File: src/rtl/core/lli_pkg.sv
// Package: payload types, widths and shared constants for the line intersection block.
package lli_pkg;

  localparam int CoordWidth = 32;
  localparam int FracBits   = 16;
  localparam int EpsWidth   = 16;
  localparam int DiffWidth  = CoordWidth + 1;
  localparam int ProdWidth  = 2 * DiffWidth;
  localparam int CrossWidth = ProdWidth + 1;
  localparam int MagWidth   = CrossWidth - 1;
  localparam int NumWidth   = MagWidth + FracBits;
  localparam int QuotWidth  = NumWidth;
  localparam int DivStages  = NumWidth;
  localparam int QueueDepth = 4;
  localparam int QueuePtrW  = 2;

  typedef struct packed {
    logic signed [CoordWidth-1:0] first_start_x;
    logic signed [CoordWidth-1:0] first_start_y;
    logic signed [CoordWidth-1:0] first_end_x;
    logic signed [CoordWidth-1:0] first_end_y;
    logic signed [CoordWidth-1:0] second_start_x;
    logic signed [CoordWidth-1:0] second_start_y;
    logic signed [CoordWidth-1:0] second_end_x;
    logic signed [CoordWidth-1:0] second_end_y;
  } lli_req_t;

  typedef struct packed {
    logic                         intersects;
    logic                         collinear;
    logic signed [CoordWidth-1:0] alpha;
    logic signed [CoordWidth-1:0] beta;
  } lli_res_t;

  // Classified item handed from front to back
  typedef struct packed {
    logic                intersects;
    logic                collinear;
    logic                alpha_en;
    logic                beta_en;
    logic                alpha_neg;
    logic                beta_neg;
    logic [MagWidth-1:0] alpha_num;
    logic [MagWidth-1:0] beta_num;
    logic [MagWidth-1:0] den;
  } lli_job_t;

  // Divider lane carried along the pipeline
  typedef struct packed {
    logic                 en;
    logic                 neg;
    logic [NumWidth-1:0]  num;
    logic [NumWidth:0]    rem;
    logic [QuotWidth-1:0] quot;
  } lli_lane_t;

endpackage

File: src/rtl/core/lli_queue.sv
// Short FIFO between front and back ends.
module lli_queue (
  input  logic              clk,
  input  logic              rst,
  input  logic              push,
  input  lli_pkg::lli_job_t push_data,
  input  logic              pop,
  output logic              not_empty,
  output lli_pkg::lli_job_t pop_data
);
  import lli_pkg::*;

  lli_job_t            mem [QueueDepth];
  logic [QueuePtrW-1:0] wptr, rptr;
  logic [QueuePtrW:0]   count;

  assign not_empty = (count != '0);
  assign pop_data  = mem[rptr];

  // Pointer and storage update
  always_ff @(posedge clk) begin
    if (rst) begin
      wptr  <= '0;
      rptr  <= '0;
      count <= '0;
    end else begin
      if (push) wptr <= wptr + 1'b1;
      if (pop)  rptr <= rptr + 1'b1;
      count <= count + (QueuePtrW+1)'(push) - (QueuePtrW+1)'(pop);
    end
    if (push) mem[wptr] <= push_data;
  end

  ap_no_overflow: assert property (@(posedge clk) disable iff (rst)
    !(push && !pop && count == (QueuePtrW+1)'(QueueDepth))) else $error("queue overflow");
  ap_no_underflow: assert property (@(posedge clk) disable iff (rst)
    pop |-> not_empty) else $error("queue underflow");
  ap_count_step: assert property (@(posedge clk) disable iff (rst)
    push && !pop |=> count == $past(count) + 1'b1) else $error("count mismatch");
endmodule

File: config.mk
export PLATFORM = sky130hd
export DESIGN_NAME = lli_queue
export DESIGN_NICKNAME = d
export VERILOG_FILES = /design/src/rtl/core/lli_pkg.sv /design/src/rtl/core/lli_queue.sv
export SDC_FILE = /design/constraint.sdc
export NUM_CORES = 1
export LEC_CHECK = 0
export BUFFER_PORTS_ARGS = -buffer_cell sky130_fd_sc_hd__buf_2
export CAP_MARGIN = 20
export CORE_MARGIN = 4
export CORE_UTILIZATION = 28
export CTS_CLUSTER_DIAMETER = 120
export DETAILED_ROUTE_END_ITERATION = 10
export SLEW_MARGIN = 20
export SYNTH_ARGS = -nofsm -noshare
export SYNTH_HDL_FRONTEND = slang
export SYNTH_SLANG_ARGS = --single-unit
File: constraint.sdc
create_clock -name clk -period 8.4 [get_ports clk]
set_clock_uncertainty 0.1 [all_clocks]
set_input_delay 0 -clock clk [delete_from_list [all_inputs] [get_ports clk]]
set_output_delay 0 -clock clk [all_outputs]
set_load 0.01 [all_outputs]
# ---- Yosys cells after proc, flatten, opt, wreduce, memory -nomap -nowiden
# Memory sizes are Yosys's and may differ from the RTL's. A register that Yosys moved wholly into a read port is not among the register bits.
# Index checks and enable logic that the tools add are counted.
dict set report word_totals {
  ff_bits 7
  ram_bits 816
  in_bits 208
  word_cells 13
  mem_count 1
}
dict set report classes {
  addsub 4
  muxes 4
  n_reduce_logical 1
}
# memory depth width rd rd_ports_with_merged_regs wr line
set memory_table {}
lappend memory_table {mem 4 204 1 1 1 lli_queue.sv:13} ;# lli_job_t mem [QueueDepth];
# op count
set op_table {}
lappend op_table {{adder 2 x 1 -> 2 bit (second input constant)} 2}
lappend op_table {{2-to-1 mux 2 bit} 2}
lappend op_table {{adder 3 x 1 -> 3 bit} 1}
lappend op_table {{nonzero test 3 bit} 1}
lappend op_table {{subtractor 3 x 1 -> 3 bit} 1}
lappend op_table {{2-to-1 mux 1 bit} 2}

# ---- Logic depth before layout (Yosys ltp)
# Gate-level depths: netlist of the first run.
dict set report depth {
  ltp_word 3
  ltp_mapped 7
}

# ---- Least setup slack after synthesis of the first run
# No wires, ideal clock.
dict set report synth_timing {
  kind {reg-to-reg}
  startpoint {reg wptr[0]}
  endpoint {mem mem[0][0] (netlist name) (enable)}
  setup_ns 0.589
  arrival_time_ns 5.181
  required_ns 7.711
  setup_slack_ns 2.530
  stages_incl_launch_ff 4
  path_buffers 0
  cell_sequence {dfxtp_1 -> inv_1 -> ha_1 -> and2_1}
}
# item line
set synth_rtl {}
lappend synth_rtl {{start, declared} lli_queue.sv:14} ;# logic [QueuePtrW-1:0] wptr, rptr;
lappend synth_rtl {{start signal, assigned} lli_queue.sv:27} ;# if (push) wptr <= wptr + 1'b1;
lappend synth_rtl {{end, declared} lli_queue.sv:13}
# Straight into the memory's write port.

==> results of run 1 <==
[power breakdown]
group	total [mW]	internal [mW]	leakage [nW]	switching [mW]
clock network	3.70	2.18	1.34	1.52
logic	0.974	0.480	4.50	0.494
registers	4.79	4.74	7.57	0.0526
total	9.46	7.39	13.4	2.07
[layout make-up]
class | count | area share [%]
Antenna cell | 7 | 0.0439
Clock buffer | 107 | 5.80
Clock inverter | 45 | 1.11
Inverter | 6 | 0.0564
Multi-Input combinational cell | 230 | 12.1
Sequential cell | 825 | 61.8
Tap cell | 1391 | 4.36
Timing Repair Buffer | 795 | 14.7
[per-layer routing]
layer	part of all wire, %	track usage, %
met1	40	14.6
met2	50	19.6
met4	2.8	4.00
met5	0.039	0
met3	7.1	3.43
[cells by family (layout without fill, tap and decap cells)]
group / count (synthesis) / count (layout) / synth area share, %
and+or+nand+nor: 13 / 13 / 0.235
other: 0 / 7 / 0
xor gates and xnor gates: 3 / 3 / 0.138
muxes: 205 / 205 / 15.4
AOI/OAI and AO/OA: 2 / 2 / 0.0502
adders and majority gates: 7 / 7 / 0.318
buffers and inverters: 52 / 953 / 1.22
DFF: 825 / 825 / 82.6
[sequential cells by signal, summed over array words and instances (netlist names), named ones only]
signal  flops
count       3
wptr        2
rptr        2
mem       816
[layout by cell type, fill, tap and decap left out]
cell	n
and2_4	4
mux2i_1	1
dfxtp_4	2
buf_2	412
clkinv_1	11
clkinv_8	1
xnor2_1	2
diode_2	7
xor3_1	1
clkinv_4	2
clkinv_2	13
nand3b_1	1
inv_6	7
buf_4	16
dlygate4sd3_1	365
buf_6	1
inv_1	6
mux4_2	204
bufinv_16	7
a21bo_2	1
edfxtp_1	816
nor2b_1	2
clkinvlp_4	4
dfxtp_1	7
clkbuf_1	17
clkbuf_16	90
a21oi_1	1
ha_1	6
nor2_1	5
fa_1	1
or3_1	1
buf_12	1
[worst max-delay path, cell delays in order, from the launching register on]
cell	delay, ns
dfxtp_4	0.64
buf_4	0.75
buf_4	0.77
mux4_2	0.45
buf_2	0.18
[worst max path at each step]
| stage | start | to | slack (ns) | cells past startpoint |
|---|---|---|---|---|
| floorplan | wptr[0] | mem[0][0] | 2.53 | 3 |
| global placement | register | pop_data[0] | 5.35 | 4 |
| detailed placement | register | pop_data[0] | 5.36 | 4 |
| CTS | register | pop_data[0] | 4.62 | 4 |
| global route | register | pop_data[0] | 4.52 | 4 |
| finish | register | pop_data[0] | 4.73 | 4 |
[stage by stage]
| stage | setup WS [ns] | power [mW] | util [%] | instances |
|---|---|---|---|---|
| 3_5_place_dp | 5.36 | 5.73 | 31.7 | 2882 |
| 4_1_cts | 4.62 | 9.62 | 37.8 | 3399 |
| 3_3_place_gp | 5.35 | 5.71 | 31.7 | 2882 |
| 6_report | 4.73 | 9.46 | 37.8 | 3406 |
| 2_1_floorplan | 2.53 | 5.39 | - | 1107 |
| 5_1_grt | 4.52 | 9.87 | 37.8 | 3402 |
[what timing repair did]
item / 4_1_cts / 5_1_grt
hold buffers: 365 / 0
gates resized for setup: 0 / 0
endpoints found under the setup margin: 0 / 0
endpoints found under the hold margin: 825 / 0
==> flow_summary.json, run 1 <==
{
  "maxSlewHeadroom_pct": 29.2,
  "grt_pass1_wl_mm": 99.9,
  "syn_area_per_cell_sq_um": 27.0,
  "postLayoutCellArea_sq_mm": 0.0399,
  "synthTopCellsByCount": "edfxtp_1 (816), mux4_2 (204), buf_2 (22)",
  "fin_crit_ns": 3.67,
  "place_congestion": 0.722,
  "hold_path_end": "mem[2][93]",
  "yosysTopAreaCellShare_pct": 82.0,
  "synth_edf_count": 816,
  "ir_drop_mv": 0.192,
  "clock_sinks": 825,
  "drv_cap": 0,
  "powerDensity_mw_per_mm2": 237,
  "fin_crit_sh_pct": 43.7,
  "via_count": 14900,
  "die_area_sq_mm": 0.112,
  "hold_class": "in2reg",
  "core_area_sq_mm": 0.106,
  "overflow": 0,
  "critPathLaunchType": "register",
  "postCtsSetupRepairBufs": 0,
  "rsz0062_at_grt": "no",
  "grt_usage_pct": 11.7,
  "required_ns": 8.30,
  "die_w_microns": 335,
  "max_freq_mhz": 272,
  "antenna_left": 0,
  "remaining_drc_errors": 0,
  "async_reset_ff_share_pct": 0,
  "cts-root-buf": "clkbuf_16",
  "slew_viol_final": 0,
  "tns_ns": 0,
  "clockBufferDepth": 3,
  "drive_above_1_share_pct": 38.1,
  "firstDrtPassIters": 5,
  "postPlaceCellArea_sq_mm": 0.0335,
  "worst_ep_arrival_time_ns": 3.57,
  "rows": 119,
  "ys_seq_area_share_pct": 82.6,
  "path_class": "reg2out",
  "grt_max_degree": 94,
  "r2r-start": "wptr[0]",
  "grt_pass1_vias": 16000,
  "path_clk_slew_ns": 0.06,
  "nets": 2160,
  "leakage_nw": 13.4,
  "yosysMostFrequentCell": "edfxtp_1",
  "finalSetupViolCount": 0,
  "dpl.hpwl_mm": 39.5,
  "ys_ff_latch": 825,
  "timing.hold.ws_ns": 0.0499,
  "area_growth_pct": 33.7,
  "ff2ff_path_depth": 4,
  "antenna_found_initial": 6,
  "nFillCells": 9520,
  "r2r_end": "mem[0][135]",
  "drt_iter0_markers": 954,
  "htreeDepth": 3,
  "crit_fanout": 56,
  "numCtsBuffers": 87,
  "die_h_microns": 335,
  "synthFlopType": "edfxtp_1",
  "seqCellArea_sq_mm": 0.0247,
  "yosys_warnings": 0,
  "ys_types": 19,
  "numPortBuffers": 412,
  "hp-start": "push_data[93]",
  "totalWireLength_mm": 66.5,
  "worstMarginPinSlew_ns": 1.06,
  "syn_inst": 1107,
  "clk_latency_ns": 0.64,
  "viasPerCell": 4.36,
  "synthTopCellsByArea": "edfxtp_1 (82%), mux4_2 (15%), buf_6 (0.72%), dfxtp_1 (0.60%), buf_2 (0.37%)",
  "cts_tree": "done",
  "synth_nets": 1322,
  "hold_viol_final": 0,
  "start_util_pct": 28.3,
  "multi_input_area_sq_mm": 0.00484,
  "synth_top_area_cell": "edfxtp_1",
  "min_delay_path_depth": 2,
  "status": "complete, no violations",
  "wl_per_cell_microns": 19.5,
  "top_level_ports": 413,
  "cp-end-kind": "output port",
  "synthesis.area_sq_mm": 0.0299,
  "rrSetupSlack_ns": 5.75
}
No activity file was read; power rests on OpenSTA's default activity.
==> run 2: changes to the inputs <==
--- a/config.mk
+++ b/config.mk
@@ -5,6 +5,7 @@
 export SDC_FILE = /design/constraint.sdc
 export NUM_CORES = 1
 export LEC_CHECK = 0
+export ABC_AREA = 1
 export BUFFER_PORTS_ARGS = -buffer_cell sky130_fd_sc_hd__buf_2
 export CAP_MARGIN = 20
 export CORE_MARGIN = 4
==> constraint.sdc (replaced) <==
create_clock -name clk -period 3.7 [get_ports clk]
set_clock_uncertainty 0.1 [all_clocks]
set_input_delay 0 -clock clk [delete_from_list [all_inputs] [get_ports clk]]
set_output_delay 0 -clock clk [all_outputs]
set_load 0.01 [all_outputs]
==> flow_summary.json, run 2 <==
{
  "status": "complete, no violations",
  "leakage_nw": 16.6,
  "htreeDepth": 3,
  "powerDensity_mw_per_mm2": 492,
  "clk_latency_ns": 0.64,
  "yosysMostFrequentCell": "edfxtp_1",
  "yosys_warnings": 0,
  "via_count": 20700,
  "core_area_sq_mm": 0.118,
  "synth_top_area_cell": "edfxtp_1",
  "maxSlewHeadroom_pct": 38.8,
  "cp_slowest_cell": "dfxtp_4",
  "r2r-start": "wptr[1]",
  "grt_pass1_wl_mm": 118,
  "hold_class": "in2reg",
  "drv_cap": 0,
  "antenna_left": 0,
  "grt_usage_pct": 11.9,
  "start_util_pct": 28.2,
  "setup_ws_ns": 1.09,
  "worstSetupPathDepth": 6,
  "fin_crit_ns": 2.61,
  "crit_chain": "buf_12, buf_12, a21oi_1, o21ai_0, nand2_1, buf_2",
  "overflow": 0,
  "cp_top_family": "flip-flops",
  "drive_above_1_share_pct": 23.1,
  "max_freq_mhz": 383,
  "critPathLaunchType": "register",
  "numPortBuffers": 412,
  "place_congestion": 0.731,
  "path_clk_slew_ns": 0.06,
  "slowest_delay_ns": 0.73,
  "ys_seq_area_share_pct": 74.2,
  "crit_path_end": "pop_data[195]",
  "async_reset_ff_share_pct": 0,
  "numCtsBuffers": 91,
  "synthTopCellsByArea": "edfxtp_1 (74%), o211ai_2 (6.0%), inv_1 (4.8%), nand2_1 (4.7%), a21oi_1 (3.2%)",
  "synth_nets": 2650,
  "clock_sinks": 825,
  "postPlaceCellArea_sq_mm": 0.0371,
  "ir_drop_mv": 0.487,
  "die_area_sq_mm": 0.124,
  "r2r_end": "mem[1][53]",
  "viasPerCell": 4.25,
  "postLayoutCellArea_sq_mm": 0.0438,
  "grt_max_degree": 124,
  "path_class": "reg2out",
  "slew_viol_final": 0,
  "cpMostUsedCell": "buf_12",
  "ys_ff_latch": 825,
  "antenna_found_initial": 12,
  "wl_per_cell_microns": 15.5,
  "top_regs": "mem: 816 flops, count: 3 flops",
  "nets": 3464,
  "final_cell_mix": "edfxtp_1 (816), inv_1 (418), nand2_1 (413)",
  "die_h_microns": 353,
  "firstDrtPassIters": 6,
  "area_growth_pct": 31.8,
  "yosysTopAreaCellShare_pct": 73.7,
  "synthFlopType": "edfxtp_1",
  "clockBufferDepth": 3,
  "syn_area_per_cell_sq_um": 13.7,
  "finalSetupViolCount": 0,
  "worstMarginPinSlew_ns": 0.918,
  "crit_fanout": 60,
  "syn_inst": 2435,
  "rrSetupSlack_ns": 1.31,
  "drt_iter0_markers": 1266,
  "grt_pass1_vias": 20700,
  "rows": 126,
  "ys_types": 17,
  "place_ws_ns": 1.27,
  "synthTopCellsByCount": "edfxtp_1 (816), inv_1 (424), nand2_1 (416)",
  "cp-end-kind": "output port",
  "synthesis.area_sq_mm": 0.0332,
  "top_level_ports": 413,
  "postCtsSetupRepairBufs": 0,
  "path_buf_inv": 3,
  "synth_edf_count": 816,
  "tns_ns": 0,
  "remaining_drc_errors": 0,
  "rsz0062_at_grt": "no",
  "dpl.hpwl_mm": 44.8,
  "cts-root-buf": "clkbuf_16",
  "largest_reg_flops": 816,
  "final_common_cell": "edfxtp_1",
  "largest-register": "mem",
  "die_w_microns": 353,
  "hold_viol_final": 0,
  "fin_crit_sh_pct": 70.5,
  "worst_ep_arrival_time_ns": 2.51,
  "totalWireLength_mm": 75.5,
  "ff2ff_path_depth": 6,
  "required_ns": 3.60,
  "cts_tree": "done"
}
-- run 2: cell count changes in the layout (fill, tap and decap cells not counted), moves of 160 or more --
cell      delta
o211ai_2   +160
inv_1      +412
mux4_2     -204
o21ai_0    +208
nand2_1    +413
a21oi_1    +209
-- run 2: stage by stage --
step | total power [mW] | hold slack [ns] | util [%] | std cells
after CTS | 21.9 | 0.00292 | 37.1 | 4858
after global routing | 22.5 | 0.0186 | 37.1 | 4865
after floorplan | 12.2 | -0.0288 | - | 2435
after global placement | 13.0 | 0.0985 | 31.5 | 4302
final | 21.6 | 0.0721 | 37.1 | 4869
after detailed placement | 13.1 | 0.104 | 31.5 | 4302
-- run 2: cells by family after synthesis --
logic type               Yosys count  synth area share [%]
AO/OA/AOI/OAI                    622                  13.3
AND/OR/NAND/NOR                  421                  4.76
adder cells (fa/ha/maj)            7                 0.286
buffers and inverters            560                  7.41
flip-flops                       825                  74.2
-- run 2: cell type report --
cell class | count | area, sq um
antenna | 11 | 27.5
fill | 11100 | 74100
clock inverter | 50 | 347
multi-input combinational | 1050 | 6120
sequential | 825 | 24700
clock buffer | 116 | 2410
timing repair buffer | 857 | 6680
tap | 1536 | 1920
inverter | 424 | 1610
-- run 2: repair_timing --
action,4_1_cts,5_1_grt
hold buffers,390,0
hold endpoints to repair,825,0
gates resized for setup,0,0
-- run 2: worst min-delay path by stage --
stage | start | end | slack (ns) | cells past startpoint
after detailed placement | rst | count[1] | 0.10 | 2
after global placement | rst | count[1] | 0.1 | 2
after global routing | push_data[53] | mem[2][53] | 0.02 | 2
after CTS | push_data[100] | mem[1][100] | 0.003 | 2
after floorplan | rst | count[0] | -0.03 | 1
final | push_data[100] | mem[1][100] | 0.07 | 2
-- run 2: where the power goes --
group / switching, mW / internal [mW]
Combinational: 1.44 / 0.953
Clock: 3.58 / 4.77
Sequential: 0.106 / 10.7
-- run 2: per-layer routing --
metal  up-vias  part of all wire, %  global-route usage [%]
met3        94                  6.8                    3.46
met4         4                  1.8                    3.25
met2       477                   47                    20.0
met1      9955                   44                    14.9
li1      10200                    -                       -
met5         -                0.029                       0
==> run 3: changes to the inputs <==
--- a/config.mk
+++ b/config.mk
@@ -5,7 +5,7 @@
 export SDC_FILE = /design/constraint.sdc
 export NUM_CORES = 1
 export LEC_CHECK = 0
-export ABC_AREA = 1
+export ABC_AREA = 0
 export BUFFER_PORTS_ARGS = -buffer_cell sky130_fd_sc_hd__buf_2
 export CAP_MARGIN = 20
 export CORE_MARGIN = 4
==> constraint.sdc (replaced) <==
create_clock -name clk -period 2.4 [get_ports clk]
set_clock_uncertainty 0.1 [all_clocks]
set_input_delay 0 -clock clk [delete_from_list [all_inputs] [get_ports clk]]
set_output_delay 0 -clock clk [all_outputs]
set_load 0.01 [all_outputs]
==> flow_summary.json, run 3 (synthesis gave the netlist of run 1 again) <==
{
  "final_common_cell": "edfxtp_1",
  "cp-end-kind": "output port",
  "rows": 119,
  "r2r_end": "mem[3][20]",
  "worstSetupPathDepth": 4,
  "cp_top_family": "multiplexers",
  "viasPerCell": 4.31,
  "largest_reg_flops": 816,
  "area_growth_pct": 38.0,
  "slowest_delay_ns": 0.59,
  "worst_ep_arrival_time_ns": 2.18,
  "top_regs": "mem: 816 flops, count: 3 flops",
  "hold_viol_final": 0,
  "instances_no_fill": 3506,
  "cp_slowest_cell": "mux4_2",
  "clockBufferDepth": 3,
  "timing.hold.ws_ns": 0.0691,
  "wl_per_cell_microns": 19.5,
  "grt_pass1_wl_mm": 104,
  "core_area_sq_mm": 0.106,
  "powerDensity_mw_per_mm2": 817,
  "clock_sinks": 825,
  "fin_crit_sh_pct": 95.2,
  "numCtsBuffers": 87,
  "wirelength_met1_mm": 26.5,
  "remaining_drc_errors": 0,
  "cts-root-buf": "clkbuf_16",
  "numPortBuffers": 412,
  "postPlaceCellArea_sq_mm": 0.0343,
  "ir_drop_mv": 0.600,
  "die_h_microns": 335,
  "maxSlewHeadroom_pct": 67.8,
  "r2r-start": "wptr[0]",
  "top_layer_used": "met5",
  "crit_fanout": 21,
  "path_buf_inv": 3,
  "nets": 2253,
  "start_util_pct": 28.3,
  "clk_latency_ns": 0.63,
  "required_ns": 2.30,
  "antenna_left": 0,
  "rsz0062_at_grt": "yes",
  "critPathLaunchType": "register",
  "status": "complete, no violations",
  "dpl.hpwl_mm": 42.4,
  "max_freq_mhz": 438,
  "worstMarginPinSlew_ns": 0.483,
  "crit_chain": "buf_12, buf_16, mux4_2, buf_6",
  "place_congestion": 0.759,
  "rrSetupSlack_ns": 0.61,
  "totalWireLength_mm": 68.3,
  "dr_wl_met3_mm": 5.67,
  "place_ws_ns": 0.569,
  "top_level_ports": 413,
  "hold_class": "in2reg",
  "fin_crit_ns": 2.28,
  "grt_max_degree": 68,
  "drive_above_1_share_pct": 39.7,
  "tns_ns": 0,
  "ff2ff_path_depth": 3,
  "path_clk_slew_ns": 0.06,
  "setup_ws_ns": 0.116,
  "largest-register": "mem",
  "via_count": 15100,
  "final_cell_mix": "edfxtp_1 (816), buf_2 (410), dlygate4sd3_1 (388)",
  "cts_tree": "done",
  "place_inst": 2941,
  "final_util_pct": 39.1,
  "overflow": 0,
  "finalSetupViolCount": 0,
  "htreeDepth": 3,
  "hp-start": "push_data[176]",
  "die_area_sq_mm": 0.112,
  "path_class": "reg2out",
  "crit_path_end": "pop_data[146]",
  "slew_viol_final": 0,
  "grt_usage_pct": 12.1,
  "drt_iter0_markers": 939,
  "antenna_found_initial": 10,
  "p_total_mw": 33.7,
  "grt_pass1_vias": 16700,
  "postLayoutCellArea_sq_mm": 0.0412,
  "drv_cap": 0,
  "leakage_nw": 14.0,
  "routed-wl-met2_mm": 34.7,
  "die_w_microns": 335,
  "firstDrtPassIters": 5
}
==> run 3: worst reg2reg max path: stages (launching register included) <==
cell,delay (ns)
dfxtp_2,0.37
ha_1,0.16
and2_4,0.34
buf_4,0.46
==> run 3: layer usage <==
layer | global-route usage, % | up-vias
met3 | 4.63 | 102
li1 | - | 6719
met4 | 3.36 | 2
met1 | 14.3 | 7851
met2 | 20.8 | 433
met5 | 0 | -
==> run 3: worst min path at each step <==
stage	to	slack [ns]	cells after the start
CTS	mem[2][10]	0.0005	2
detailed placement	mem[0][33]	0.12	1
finish	mem[3][176]	0.07	2
global placement	mem[3][156]	0.11	1
global route	mem[2][0]	0.02	2
floorplan	wptr[0]	-0.04	1
==> run 3: final cells by class <==
cell class	instances	area (sq um)
fillers	9338	64300
diodes	8	20.0
inverters	6	22.5
clock buffers	105	2310
multi-input cells	230	4840
repair buffers	888	7100
well taps	1391	1740
clock inverters	53	513
flip-flops and latches	825	24700
==> run 3: report_power, final <==
group / internal, mW / switching (mW)
logic: 1.94 / 1.85
registers: 16.6 / 0.145
clock network: 7.82 / 5.37
total: 26.3 / 7.37
==> run 3: timing repair <==
action / CTS / global route
hold buffers: 388 / 0
gates cloned: 3 / 0
endpoints found under the setup margin: 103 / 31
endpoints found under the hold margin: 907 / 0
resized for setup: 11 / 6
pin swaps: 0 / 0
buffers inserted: 6 / 2
